<file path="src/rtl/urlpd_pkg.sv">
`timescale 1ns / 1ps
`default_nettype none
// ----------------------------------------------------------------------------
// urlpd_pkg
// Shared constants, types and hex helpers for the url percent decoder.
// ----------------------------------------------------------------------------
package urlpd_pkg;

   // character codes
   localparam logic [7:0] CHAR_PERCENT = 8'h25;
   localparam logic [7:0] CHAR_PLUS    = 8'h2B;
   localparam logic [7:0] CHAR_SPACE   = 8'h20;
   localparam logic [7:0] CHAR_0       = 8'h30;
   localparam logic [7:0] CHAR_9       = 8'h39;
   localparam logic [7:0] CHAR_UA      = 8'h41;
   localparam logic [7:0] CHAR_UF      = 8'h46;
   localparam logic [7:0] CHAR_LA      = 8'h61;
   localparam logic [7:0] CHAR_LF      = 8'h66;
   localparam logic [7:0] HEX_ALPHA_BASE = 8'd10;

   // escape phase codes
   localparam logic [1:0] PHASE_IDLE  = 2'd0;
   localparam logic [1:0] PHASE_PCT   = 2'd1;
   localparam logic [1:0] PHASE_DIGIT = 2'd2;

   // at most three decoded bytes come out of one input byte
   localparam int MAX_RESULTS = 3;
   localparam int CNT_W       = 2;

   typedef logic [7:0] byte_type;

   // decoded bytes of one input item
   typedef struct packed {
      byte_type [MAX_RESULTS-1:0] bytes;
      logic [CNT_W-1:0]           count;
      logic                       last;
   } urlpd_bundle_type;

   function automatic logic is_hex(input byte_type c);
      is_hex = ((c >= CHAR_0) && (c <= CHAR_9)) ||
               ((c >= CHAR_UA) && (c <= CHAR_UF)) ||
               ((c >= CHAR_LA) && (c <= CHAR_LF));
   endfunction

   function automatic logic [3:0] hex_nibble(input byte_type c);
      byte_type v;
      v = 8'h00;
      if ((c >= CHAR_0) && (c <= CHAR_9)) begin
         v = c - CHAR_0;
      end else if ((c >= CHAR_UA) && (c <= CHAR_UF)) begin
         v = c - CHAR_UA + HEX_ALPHA_BASE;
      end else if ((c >= CHAR_LA) && (c <= CHAR_LF)) begin
         v = c - CHAR_LA + HEX_ALPHA_BASE;
      end
      hex_nibble = v[3:0];
   endfunction

endpackage
`default_nettype wire

</file>
<file path="src/rtl/url_percent_decoder_core.sv">
`timescale 1ns / 1ps
`default_nettype none
// ----------------------------------------------------------------------------
// url_percent_decoder_core
// Streaming url percent decoder with plus as space, one encoded byte in,
// zero to three decoded bytes out.
// ----------------------------------------------------------------------------
//  channel | ports                          | direction
//  --------+--------------------------------+----------
//  request | req_valid req_ready req_byte   | in
//          | req_last                       |
//  result  | rsp_valid rsp_ready rsp_byte   | out
//          | rsp_last                       |
//
//  One item is taken per cycle while req_ready is high; its decoded bytes
//  are registered as a group in the result buffer and leave one byte per
//  cycle while rsp_ready is high. One-result items run at one per cycle; an item
//  with two or three results holds the request side until its last byte leaves.
//  Items yielding no result update the escape state and never touch the buffer.
//  Reset is synchronous and clears the escape state and the buffer.
// ----------------------------------------------------------------------------
module url_percent_decoder_core (
   input  wire logic                 clock,
   input  wire logic                 reset,
   input  wire logic                 req_valid,
   output logic                      req_ready,
   input  wire urlpd_pkg::byte_type  req_byte,
   input  wire logic                 req_last,
   output logic                      rsp_valid,
   input  wire logic                 rsp_ready,
   output urlpd_pkg::byte_type       rsp_byte,
   output logic                      rsp_last
);
   import urlpd_pkg::*;

   urlpd_bundle_type           bundle;
   logic                       req_fire, rsp_fire, load, final_pos;
   byte_type [MAX_RESULTS-1:0] bytes_ff, bytes_in;
   logic [CNT_W-1:0]           cnt_ff, cnt_in, pos_ff, pos_in;
   logic                       last_ff, last_in, valid_ff, valid_in;

   // decode stage
   urlpd_decode u_decode (
      .clock  (clock),
      .reset  (reset),
      .in_byte(req_byte),
      .in_last(req_last),
      .take   (req_fire),
      .bundle (bundle)
   );

   // handshake
   assign final_pos = (pos_ff == (cnt_ff - 2'd1));
   assign req_ready = !valid_ff || (rsp_ready && final_pos);
   assign req_fire  = req_valid && req_ready;
   assign rsp_fire  = valid_ff && rsp_ready;
   assign load      = req_fire && (bundle.count != '0);

   // result buffer next state
   always_comb begin
      bytes_in = bytes_ff;
      cnt_in   = cnt_ff;
      pos_in   = pos_ff;
      last_in  = last_ff;
      valid_in = valid_ff;
      if (load) begin
         bytes_in = bundle.bytes;
         cnt_in   = bundle.count;
         last_in  = bundle.last;
         pos_in   = '0;
         valid_in = 1'b1;
      end else if (rsp_fire) begin
         if (final_pos) begin
            valid_in = 1'b0;
         end else begin
            pos_in = pos_ff + 2'd1;
         end
      end
   end

   // control registers
   always_ff @(posedge clock) begin
      if (reset) begin
         valid_ff <= 1'b0;
         pos_ff   <= '0;
         cnt_ff   <= '0;
      end else begin
         valid_ff <= valid_in;
         pos_ff   <= pos_in;
         cnt_ff   <= cnt_in;
      end
   end

   // payload registers
   always_ff @(posedge clock) begin
      bytes_ff <= bytes_in;
      last_ff  <= last_in;
   end

   assign rsp_valid = valid_ff;
   assign rsp_byte  = bytes_ff[pos_ff];
   assign rsp_last  = valid_ff && last_ff && final_pos;

endmodule
`default_nettype wire

</file>
<file path="src/rtl/urlpd_decode.sv">
`timescale 1ns / 1ps
`default_nettype none
// ----------------------------------------------------------------------------
// urlpd_decode
// Escape state and the single-pass decode of one input byte into up to three
// output bytes.
// ----------------------------------------------------------------------------
module urlpd_decode (
   input  wire logic                       clock,
   input  wire logic                       reset,
   input  wire urlpd_pkg::byte_type        in_byte,
   input  wire logic                       in_last,
   input  wire logic                       take,
   output urlpd_pkg::urlpd_bundle_type     bundle
);
   import urlpd_pkg::*;

   logic [1:0]       phase_ff, phase_in;
   byte_type         held_ff, held_in;
   byte_type [MAX_RESULTS-1:0] slots;
   logic [CNT_W-1:0] cnt;
   logic             fresh;

   // decode of the current byte against the pending escape
   always_comb begin
      phase_in = phase_ff;
      held_in  = held_ff;
      slots    = '0;
      cnt      = '0;
      fresh    = 1'b0;

      unique case (phase_ff)
         PHASE_PCT: begin
            if (is_hex(in_byte)) begin
               held_in  = in_byte;
               phase_in = PHASE_DIGIT;
            end else begin
               slots[0] = CHAR_PERCENT;
               cnt      = 2'd1;
               fresh    = 1'b1;
            end
         end
         PHASE_DIGIT: begin
            if (is_hex(in_byte)) begin
               slots[0] = {hex_nibble(held_ff), hex_nibble(in_byte)};
               cnt      = 2'd1;
               phase_in = PHASE_IDLE;
            end else begin
               slots[0] = CHAR_PERCENT;
               slots[1] = held_ff;
               cnt      = 2'd2;
               fresh    = 1'b1;
            end
         end
         default: begin
            fresh = 1'b1;
         end
      endcase

      // byte handled with no escape pending
      if (fresh) begin
         if (in_byte == CHAR_PERCENT) begin
            phase_in = PHASE_PCT;
         end else begin
            slots[cnt] = (in_byte == CHAR_PLUS) ? CHAR_SPACE : in_byte;
            cnt        = cnt + 2'd1;
            phase_in   = PHASE_IDLE;
         end
      end

      // end of string flushes an open escape literally
      if (in_last) begin
         if ((phase_in == PHASE_PCT) || (phase_in == PHASE_DIGIT)) begin
            slots[cnt] = CHAR_PERCENT;
            cnt        = cnt + 2'd1;
         end
         if (phase_in == PHASE_DIGIT) begin
            slots[cnt] = held_in;
            cnt        = cnt + 2'd1;
         end
         phase_in = PHASE_IDLE;
         held_in  = '0;
      end
   end

   assign bundle.bytes = slots;
   assign bundle.count = cnt;
   assign bundle.last  = in_last;

   // escape state
   always_ff @(posedge clock) begin
      if (reset) begin
         phase_ff <= PHASE_IDLE;
         held_ff  <= '0;
      end else if (take) begin
         phase_ff <= phase_in;
         held_ff  <= held_in;
      end
   end

endmodule
`default_nettype wire

</file>
<file path="config.mk">
export PLATFORM = sky130hd
export DESIGN_NAME = url_percent_decoder_core
export DESIGN_NICKNAME = d
export VERILOG_FILES = /design/src/rtl/urlpd_pkg.sv /design/src/rtl/url_percent_decoder_core.sv /design/src/rtl/urlpd_decode.sv
export SDC_FILE = /design/constraint.sdc
export NUM_CORES = 1
export LEC_CHECK = 0
export BUFFER_PORTS_ARGS = -buffer_cell sky130_fd_sc_hd__buf_2
export CORE_AREA = 2 2 91 93
export CTS_CLUSTER_DIAMETER = 30
export DETAILED_ROUTE_END_ITERATION = 10
export DIE_AREA = 0 0 93 95
export PLACE_DENSITY = 0.66
export SLEW_MARGIN = 5
export SYNTH_ARGS = -nofsm -noshare
export SYNTH_HDL_FRONTEND = slang
export SYNTH_SLANG_ARGS = --single-unit
</file>
<file path="constraint.sdc">
create_clock -name clock -period 6.9 [get_ports clock]
set_input_delay 1.035 -clock clock [delete_from_list [all_inputs] [get_ports clock]]
set_output_delay 1.035 -clock clock [all_outputs]
set_load 0.02 [all_outputs]
</file>
After elaboration in Yosys (flattened, before gate mapping)
Index checks and enable logic that the tools add are counted.
{"block": "word_totals", "register_bits": 40, "output_inout_bits": 11, "elab_cells": 132, "inputBits": 13}
{"block": "op_classes", "n_mux": 51, "magnitude_cmp": 19, "bitwise": 4, "add_sub_neg": 15, "reduce_logical": 27, "n_eq_ne": 7}
{"operator": "2-to-1 mux 24 bit", "n": 6}
{"operator": "2-to-1 mux 8 bit", "n": 11}
{"operator": "bitwise mux 24 bit", "n": 2}
{"operator": "demux 8 bit (select 2 bit)", "n": 3}
{"operator": "greater-or-equal comparator 8 x 7 -> 1 bit, second input constant", "n": 4}
{"operator": "less-or-equal comparator 8 x 7 -> 1 bit, second input constant", "n": 4}
{"operator": "2-to-1 mux 4 bit", "n": 6}
{"operator": "subtractor 4 x 1 -> 4 bit, second input constant", "n": 6}
{"operator": "2-to-1 mux 2 bit", "n": 11}
{"operator": "adder 4 bit, second input constant", "n": 4}
{"operator": "binary-select mux 8 bit (select 2 bit)", "n": 1}
{"operator": "equality test 8 x 6 -> 1 bit, second input constant", "n": 2}
{"operator": "greater-or-equal comparator 8 x 6 -> 1 bit, second input constant", "n": 2}
{"operator": "less-or-equal comparator 8 x 6 -> 1 bit, second input constant", "n": 2}
{"operator": "case mux 8 bit (2 select lines)", "n": 1}
{"operator": "AND 15 bit", "n": 1}
{"operator": "logical AND 1 bit", "n": 15}
{"operator": "NOT 15 bit", "n": 1}
{"operator": "less-than comparator 2 x 3 -> 1 bit, second input constant", "n": 4}
{"operator": "bitwise OR 9 bit", "n": 1}
{"operator": "adder 2 x 1 -> 2 bit, second input constant", "n": 4}
{"operator": "case mux 2 bit (2 select lines)", "n": 2}
{"operator": "2-to-1 mux 1 bit", "n": 7}
{"operator": "greater-or-equal comparator 2 x 1 -> 1 bit, second input constant", "n": 3}
{"operator": "11 further kinds", "n": 20}

Logic depth before layout (Yosys ltp)
Gate-level depths: netlist (run 1).
{"block": "depth", "depth_word": 20, "ltp_mapped": 18, "mapped_depth_nobuf": 18}

Hierarchy
Synthesis (run 1) repeated with hierarchy kept, for this count alone.
{"block": "hier_totals", "hier_cells": 328, "hier_area_um2": 3071.7}
{"mod": "urlpd_decode", "area_each_um2": 1849.3, "n_inst": 1, "cells_each": 238, "seq_area_each_um2": 200.2}
{"mod": "url_percent_decoder_core", "area_each_um2": 1222.4, "n_inst": 1, "cells_each": 90, "seq_area_each_um2": 850.8}

Worst setup path before layout (run 1)
Ideal clock, no wire load.
{"block": "synth_timing", "path_kind": "input to register", "from": "in req_byte[1]", "to": "reg bytes_ff[0] (netlist bit) (enable)", "t_required_ns": 6.485, "cell_stages": 18, "path_buffers": 1, "path_slack_ns": 1.144, "arrival_time_ns": 5.341, "setup_ns": 0.415, "cell_sequence": "inv_1 ha_1 o21bai_1 a21oi_1 nand3_1 clkbuf_1 nor3_1 ha_1 inv_1 nor2_1 a21o_1 ha_1 and2b_1 o21ai_0 nand3_1 mux2i_1 nand2b_2 a21oi_1"}
{"block": "synth_between", "elab_chain_cells": 17, "elab_cells_between_ends": 36, "cone_classes": "3 x add/sub; 6 x order compare; 3 x eq/ne; 16 x mux; 8 x reduce/logical"}
{"element": "start: declaration", "line_no": "url_percent_decoder_core.sv:27", "rtl": "input wire urlpd_pkg::byte_type req_byte,"}
{"element": "greater-or-equal comparator 8 x 6 -> 1 bit (tied with other cells)", "line_no": "urlpd_pkg.sv:40", "rtl": "is_hex = ((c >= CHAR_0) && (c <= CHAR_9)) ||"}
{"element": "logical AND 1 bit (on tied branches)", "line_no": "urlpd_pkg.sv:40, urlpd_pkg.sv:41"}
{"element": "logical OR 1 bit", "line_no": "urlpd_pkg.sv:40"}
{"element": "logical OR 1 bit", "line_no": "urlpd_pkg.sv:41", "rtl": "((c >= CHAR_UA) && (c <= CHAR_UF)) ||"}
{"element": "2-to-1 mux 2 bit or 2-to-1 mux 1 bit (tied branches)", "line_no": "urlpd_decode.sv:44, urlpd_decode.sv:34"}
{"element": "case mux 2 bit (2 select lines)", "line_no": "urlpd_decode.sv:32", "rtl": "unique case (phase_ff)"}
{"element": "adder 2 x 1 -> 2 bit", "line_no": "urlpd_decode.sv:66", "rtl": "cnt = cnt + 2'd1;"}
{"element": "2-to-1 mux 2 bit", "line_no": "urlpd_decode.sv:62", "rtl": "if (in_byte == CHAR_PERCENT) begin"}
{"element": "(+2 left out)"}
{"element": "2-to-1 mux 2 bit", "line_no": "urlpd_decode.sv:73", "rtl": "if ((phase_in == PHASE_PCT) || (phase_in == PHASE_DIGIT)) begin"}
{"element": "2-to-1 mux 2 bit", "line_no": "urlpd_decode.sv:72", "rtl": "if (in_last) begin"}
{"element": "adder 2 x 1 -> 2 bit", "line_no": "urlpd_decode.sv:79", "rtl": "cnt = cnt + 2'd1;"}
{"element": "2-to-1 mux 2 bit", "line_no": "urlpd_decode.sv:77", "rtl": "if (phase_in == PHASE_DIGIT) begin"}
{"element": "2-to-1 mux 2 bit (*)", "line_no": "urlpd_decode.sv:72"}
{"element": "nonzero test 2 bit (*)", "line_no": "url_percent_decoder_core.sv:57", "rtl": "assign load = req_fire && (bundle.count != '0);"}
{"element": "logical AND 1 bit (*)", "line_no": "url_percent_decoder_core.sv:57"}
{"element": "named net load", "line_no": "url_percent_decoder_core.sv:37", "rtl": "logic req_fire, rsp_fire, load, final_pos;"}
{"element": "end signal: assignment", "line_no": "url_percent_decoder_core.sv:96", "rtl": "bytes_ff <= bytes_in;"}
{"element": "end: declaration", "line_no": "url_percent_decoder_core.sv:38", "rtl": "byte_type [MAX_RESULTS-1:0] bytes_ff, bytes_in;"}
Mark *: on every way through the listed nets, which the timed path passes. The rest lies on a longest branch. The select of a mux whose other input is x is not followed.
A chain may end at the register's enable or synchronous reset.

Worst setup path after layout (run 1)
{"block": "layout_timing", "from": "in req_byte[1]", "to": "reg bytes_ff[2] (netlist bit) (enable)"}
Same word-level chain as after synthesis.

==> flow_summary.ini, run 1 <==
[yosys]
syn_inst = 362
synth_ff_type = edfxtp_1
synth_top_area_share_pct = 23.4
synth_seq_cells = 40
synth_edf_count = 25
yosysMostFrequentCell = nand2_1
syn_nets = 393
post-synth-top-area-cell = edfxtp_1
ys_warn_count = 0
ys_seq_area_share_pct = 32.8
synth.distinct_cells = 73
synth_area_leaders = edfxtp_1 (23%), dfxtp_1 (9.4%), ha_1 (7.0%), mux2i_1 (5.3%), nand2_1 (4.4%)
syn_avg_cell_area_um2 = 8.86
ys_top_cells_by_count = nand2_1 (38), edfxtp_1 (25), ha_1 (18), nor2_1 (18), o21ai_0 (18)
syn-cell-area_um2 = 3210
synthArstFlopShare_pct = 0

[floorplan]
fp-row-count = 33
core_area_um2 = 7930
start_util_pct = 40.4
io_pins = 24
dieArea_um2 = 8840
die_width_um = 93
fp.dieH_um = 95

[clock_network]
numCtsBuffers = 5
cts.sinks = 40
clk_latency_ns = 0.30
cts_tree = yes
clock_path_buffers = 2
cts_hold_buf = 0
postCtsSetupBuffers = 0
cts_resized = 0
h-tree-depth = 2
clkTransAtPathRegs_ns = 0.08
clock-root-buffer = clkbuf_8

[critical_path]
end_kind = register
r2r_cells = 16
reg2reg_setup_slack_ns = 2.79
worstSetupPathType = in -> reg
worstPathMaxFanout = 25
r2r-start = u_decode.phase_ff[0]$_SDFFE_PP0P_
worstPathRequired_ns = 6.88
rr_endpoint = bytes_ff[2]$_DFFE_PP_
startpoint_type = input port
crit_arrival_ns = 5.39

[timing]
period_share_pct = 78.5
hold_violations = 0
fin_worst_skew_ns = 0.0118
tns_ns = 0
slew_headroom_pct = 44.2
fmax_mhz = 185
rsz0062_at_grt = false
setup_violations = 0
period_needed_ns = 5.42
finalMaxSlewViolations = 0
worst_slew_pin_slew_ns = 0.831

[hold_path]
hold_end = u_decode.phase_ff[1]$_SDFFE_PP0P_
hold_class = reg -> reg
hp-start = u_decode.phase_ff[1]$_SDFFE_PP0P_
hold_depth = 2

[grt]
grt_max_degree = 26
track_usage_pct = 21.5
antenna_found_initial = 0
grt_pass1_wl_um = 14500
grt_pass1_vias = 2760
overflow = 0

[detailed_routing]
wl_per_cell_um = 19.0
wl_um = 9070
vias = 2944
wl_met1_um = 4120
wl_met2_um = 4030
route.met3.wl_um = 530
top_layer = met4
vias_per_cell = 6.17
first_pass_iters = 5
route.detailed.drc = 0
antenna_left = 0
drt-initial-drc-count = 228

[final_layout]
fin_area_um2 = 3460
final_layout_size_suffix_gt1_share_pct = 13.4
fin_nets = 402
antennaDiodeCount = 0
nFillCells = 821
syn_to_final_growth_pct = 7.81

[power]
peakVddDrop_mv = 0.0986
p_per_area_nw_per_um2 = 155
power.leakage_nw = 1.21

[place]
place.gp.congestion = 1.04
dpl_cell_area_um2 = 3340
dpl.hpwl_um = 6810
numPortBuffers = 23

[job]
drv_cap = 0

[outcome]
outcome = completed
## where the power goes
group | switching [mW] | internal [mW] | leakage [nW]
clock network | 0.0860 | 0.107 | 0.0558
logic | 0.0483 | 0.0243 | 0.792
registers | 0.00474 | 0.265 | 0.367
total | 0.139 | 0.396 | 1.21
## layout make-up
| class | instances | area (um2) | share of cell area (%) |
|---|---|---|---|
| multi-input combinational | 281 | 1960 | 56.8 |
| sequential | 40 | 1050 | 30.4 |
| tap | 105 | 131 | 3.80 |
| timing repair buffer | 25 | 130 | 3.77 |
| clock buffer | 5 | 68.8 | 1.99 |
| inverter | 18 | 67.6 | 1.96 |
| clock inverter | 3 | 42.5 | 1.23 |
## cells in the final DEF, fill, tap and decap left out, drive strengths merged, types with 15 or more instances in the layout
| cell | netlist | routed |
|---|---|---|
| mux2i | 17 | 17 |
| nor2 | 19 | 19 |
| o21ai | 22 | 22 |
| dfxtp | 15 | 15 |
| a21oi | 15 | 15 |
| ha | 18 | 18 |
| buf | 9 | 25 |
| edfxtp | 25 | 25 |
| nand2 | 38 | 38 |
| inv | 18 | 18 |
## worst max path at each step
stage / slack (ns) / start / endpoint
floorplan: 1.14 / req_byte[1] / bytes_ff[0]$_DFFE_PP_
global route: 0.98 / req_byte[1] / bytes_ff[21]$_DFFE_PP_
finish: 1.48 / req_byte[1] / bytes_ff[2]$_DFFE_PP_
CTS: 1.56 / req_byte[1] / bytes_ff[19]$_DFFE_PP_
detailed placement: 1.25 / req_byte[1] / bytes_ff[19]$_DFFE_PP_
global placement: 1.45 / req_byte[1] / bytes_ff[1]$_DFFE_PP_
## flip-flops by register name, indices dropped and copies added (netlist names)
register,flops
bytes_ff,24
u_decode.phase_ff,2
pos_ff,2
cnt_ff,2
rsp_valid,1
last_ff,1
u_decode.held_ff,8
## critical path, cell delays in order
cell and delay, ns:
buf_2 0.14, inv_1 0.10, ha_1 0.24, o21bai_1 0.12, a21oi_1 0.43, nand3_1 0.65
nor3_1 0.43, ha_1 0.35, inv_1 0.18, nor2_1 0.09, a21o_1 0.19, ha_1 0.29
and2b_1 0.18, o21ai_0 0.09, nand3_1 0.10, mux2i_1 0.10, nand2b_2 0.23, a21oi_2 0.11
buf_4 0.33
## cell families (layout without fill, tap and decap cells)
| logic type | after synthesis | after routing | share of synthesized area, % |
|---|---|---|---|
| and+or+nand+nor | 128 | 128 | 21.5 |
| xor gates and xnor gates | 10 | 10 | 2.73 |
| buffers and inverters | 41 | 51 | 6.05 |
| AOI/OAI and AO/OA | 107 | 107 | 24.3 |
| muxes | 17 | 17 | 5.31 |
| DFF | 40 | 40 | 32.8 |
| adders and majority gates | 19 | 19 | 7.34 |
## layer usage
metal  GRT usage [%]  up-vias
met1            28.3     1392
met3            3.51       33
met2            35.7      122
met4            7.84        0
met5               0        -
li1                -     1397
## per-stage QoR
step / hold slack [ns] / std cells / worst slack [ns] / util (%) / power (mW)
6_report: 0.483 / 477 / 1.48 / 43.6 / 0.535
3_3_place_gp: 0.458 / 469 / 1.45 / 42.2 / 0.345
3_5_place_dp: 0.471 / 469 / 1.25 / 42.2 / 0.347
5_1_grt: 0.499 / 477 / 0.980 / 43.6 / 0.556
2_1_floorplan: 0.449 / 362 / 1.14 / - / 0.325
4_1_cts: 0.483 / 477 / 1.56 / 43.6 / 0.535
(Power assumes the default switching activity.)
==> inputs of run 2 (changes only) <==
--- a/config.mk
+++ b/config.mk
@@ -5,11 +5,12 @@
 export SDC_FILE = /design/constraint.sdc
 export NUM_CORES = 1
 export LEC_CHECK = 0
+export ABC_AREA = 1
 export BUFFER_PORTS_ARGS = -buffer_cell sky130_fd_sc_hd__buf_2
-export CORE_AREA = 2 2 91 93
+export CORE_AREA = 2 2 87 89
 export CTS_CLUSTER_DIAMETER = 30
 export DETAILED_ROUTE_END_ITERATION = 10
-export DIE_AREA = 0 0 93 95
+export DIE_AREA = 0 0 89 91
 export PLACE_DENSITY = 0.66
 export SLEW_MARGIN = 5
 export SYNTH_ARGS = -nofsm -noshare
==> constraint.sdc (replaced) <==
create_clock -name clock -period 5.6 [get_ports clock]
set_input_delay 0.84 -clock clock [delete_from_list [all_inputs] [get_ports clock]]
set_output_delay 0.84 -clock clock [all_outputs]
set_load 0.02 [all_outputs]
==> flow_summary.ini, run 2 <==
[floorplan]
die_width_um = 89
fp.dieH_um = 91
dieArea_um2 = 8100
fp-row-count = 31
io_pins = 24
core_area_um2 = 7140
start_util_pct = 40.7

[power]
intPower_mw = 0.495
power.leakage_nw = 1.32
clkPwrFrac_pct = 35.5
p_comb_share_pct = 13.7
p_per_area_nw_per_um2 = 210
peakVddDrop_mv = 0.0815
sw_frac_of_total_pct = 26.4
pwr-share-seq_pct = 50.8
p_switching_mw = 0.177

[timing]
fin_worst_skew_ns = 0.00758
hold_violations = 0
slew_headroom_pct = 57.7
worst_slew_pin_slew_ns = 0.634
period_needed_ns = 4.11
period_share_pct = 73.3
fmax_mhz = 244
tns_ns = 0
rsz0062_at_grt = false
setup_violations = 0
finalMaxSlewViolations = 0

[grt]
grt_pass1_vias = 2489
grt_max_degree = 26
track_usage_pct = 19.2
grt_pass1_wl_um = 12100
antenna_found_initial = 0
overflow = 0

[yosys]
ys_seq_area_share_pct = 36.2
syn_inst = 373
synthArstFlopShare_pct = 0
synth_seq_cells = 40
ys_warn_count = 0
synth_xor_xnor_area_share_pct = 1.51
synth_compound_area_share_pct = 20.9
synth_ff_type = edfxtp_1
syn_nets = 404
ys_top_cells_by_count = nand2_1 (56), inv_1 (48), nor2_1 (37), a21oi_1 (36), nand3_1 (27)
synth.distinct_cells = 42
synthMuxAreaShare_pct = 0
syn_avg_cell_area_um2 = 7.79
synth_top_family_by_area = simple AND/OR/NAND/NOR gates
yosysMostFrequentCell = nand2_1
synth_fa_ha_area_share_pct = 7.76
yosys.area_share.simple_pct = 24.7
synth_area_leaders = edfxtp_1 (26%), dfxtp_1 (10%), ha_1 (7.8%), nand2_1 (7.2%), a21oi_1 (6.2%)
post-synth-top-area-cell = edfxtp_1
synth_edf_count = 25
synth_top_area_share_pct = 25.9
syn-cell-area_um2 = 2900

[detailed_routing]
route.detailed.drc = 0
antenna_left = 0
vias_per_cell = 5.38
wl_um = 7380
first_pass_iters = 6
vias = 2656
drt-initial-drc-count = 233
wl_per_cell_um = 14.9

[critical_path]
critPathSlowestCell = o21ai_0
worstPathMaxFanout = 11
max_stage_delay_ns = 0.28
crit_family = compound AO/OA/AOI/OAI gates
crit_chain = buf_2 > inv_1 > ha_1 > o21ai_0 > a21oi_4 > nand3_4 > nand2_2 > nand3_2 > nand2_1 > inv_1 > ha_1 > inv_1 > o21ai_0 > ha_1 > nand3_1 > o21ai_0 > inv_1 > o21ai_1 > a2bb2oi_1
worstSetupPathType = in -> reg
startpoint_type = input port
reg2reg_setup_slack_ns = 2.09
worstPathRequired_ns = 5.74
r2r_cells = 17
end_kind = register
path_common_cell = inv_1
critical_path.startpoint = req_byte[1]
rr_endpoint = bytes_ff[2]$_DFFE_PP_
r2r-start = u_decode.phase_ff[0]$_SDFFE_PP0P_
crit_arrival_ns = 4.25
crit_buf_inv = 5

[clock_network]
cts.sinks = 40
h-tree-depth = 2
clock-root-buffer = clkbuf_8
numCtsBuffers = 5
clock_path_buffers = 2
cts_hold_buf = 0
cts_resized = 0
postCtsSetupBuffers = 0
cts_tree = yes
clk_latency_ns = 0.30
clkTransAtPathRegs_ns = 0.08

[place]
place.gp.congestion = 0.995
post-place-cells = 486
numPortBuffers = 23
dpl.hpwl_um = 5750

[final_layout]
antennaDiodeCount = 0
fin_nets = 425
reg_top3 = bytes_ff (24), u_decode.held_ff (8)
largest_reg_flops = 24
final_cell_mix = nand2_1 (56), inv_1 (48), nor2_1 (37)
final_layout_size_suffix_gt1_share_pct = 14.9
syn_to_final_growth_pct = 10.1
max_flop_register = bytes_ff
final_cells = 494
final_common_cell = nand2_1

[hold_path]
hp-start = cnt_ff[1]$_SDFFE_PP0P_
hold_class = reg -> reg
hold_end = cnt_ff[1]$_SDFFE_PP0P_
hold_depth = 2

[outcome]
outcome = completed

[job]
drv_cap = 0
run 2: kinds of logic (layout without fill, tap and decap cells):
logic type / Yosys count / in the layout
DFF: 40 / 40
adders and majority gates: 18 / 18
xor gates and xnor gates: 5 / 5
and+or+nand+nor: 148 / 148
AOI/OAI and AO/OA: 99 / 99
buffers and inverters: 63 / 85
run 2: how the worst max path moves through the flow:
stage | slack (ns) | cells after the start | to
after floorplan | 1.52 | 19 | bytes_ff[0]$_DFFE_PP_
after global routing | 1.13 | 19 | bytes_ff[2]$_DFFE_PP_
final | 1.49 | 19 | bytes_ff[2]$_DFFE_PP_
after global placement | 1.32 | 18 | bytes_ff[17]$_DFFE_PP_
after detailed placement | 1.24 | 20 | bytes_ff[17]$_DFFE_PP_
after CTS | 1.55 | 20 | bytes_ff[17]$_DFFE_PP_
run 2: worst min-delay path, cell delays in order (launching register included):
cell and delay [ns]:
dfxtp_1 0.33, nand2_1 0.06, a21oi_1 0.05
run 2: power groups by stage:
stage               clock network (mW)  registers, mW  logic [mW]
floorplan                            0          0.347      0.0626
CTS                              0.241          0.342      0.0924
global route                     0.253          0.344       0.103
detailed placement                   0          0.348      0.0921
finish                           0.238          0.341      0.0923
global placement                     0          0.348      0.0917
run 2: per-stage QoR:
| step | hold WS [ns] | util, % | worst slack [ns] | cell area [um2] | total power [mW] |
|---|---|---|---|---|---|
| 2_1_floorplan | 0.447 | - | 1.52 | 2900 | 0.410 |
| 3_3_place_gp | 0.474 | 43.3 | 1.32 | 3090 | 0.440 |
| 3_5_place_dp | 0.473 | 43.3 | 1.24 | 3090 | 0.440 |
| 4_1_cts | 0.486 | 44.8 | 1.55 | 3200 | 0.675 |
| 5_1_grt | 0.501 | 44.8 | 1.13 | 3200 | 0.701 |
| 6_report | 0.483 | 44.8 | 1.49 | 3200 | 0.672 |
run 2: routing by layer:
metal / GRT usage [%] / wire [um] / vias up
met3: 4.00 / 488 / 19
li1: - / - / 1323
met4: 8.21 / 251 / 0
met5: 0 / 0 / -
met2: 30.0 / 3330 / 110
met1: 25.5 / 3310 / 1204
run 2: area by class of cell:
type,instances,area [um2]
Fill cell,779,3940
Multi-Input combinational cell,270,1590
Sequential cell,40,1050
Inverter,53,199
Tap cell,99,124
Timing Repair Buffer,24,123
Clock buffer,6,72.6
Clock inverter,2,35.0
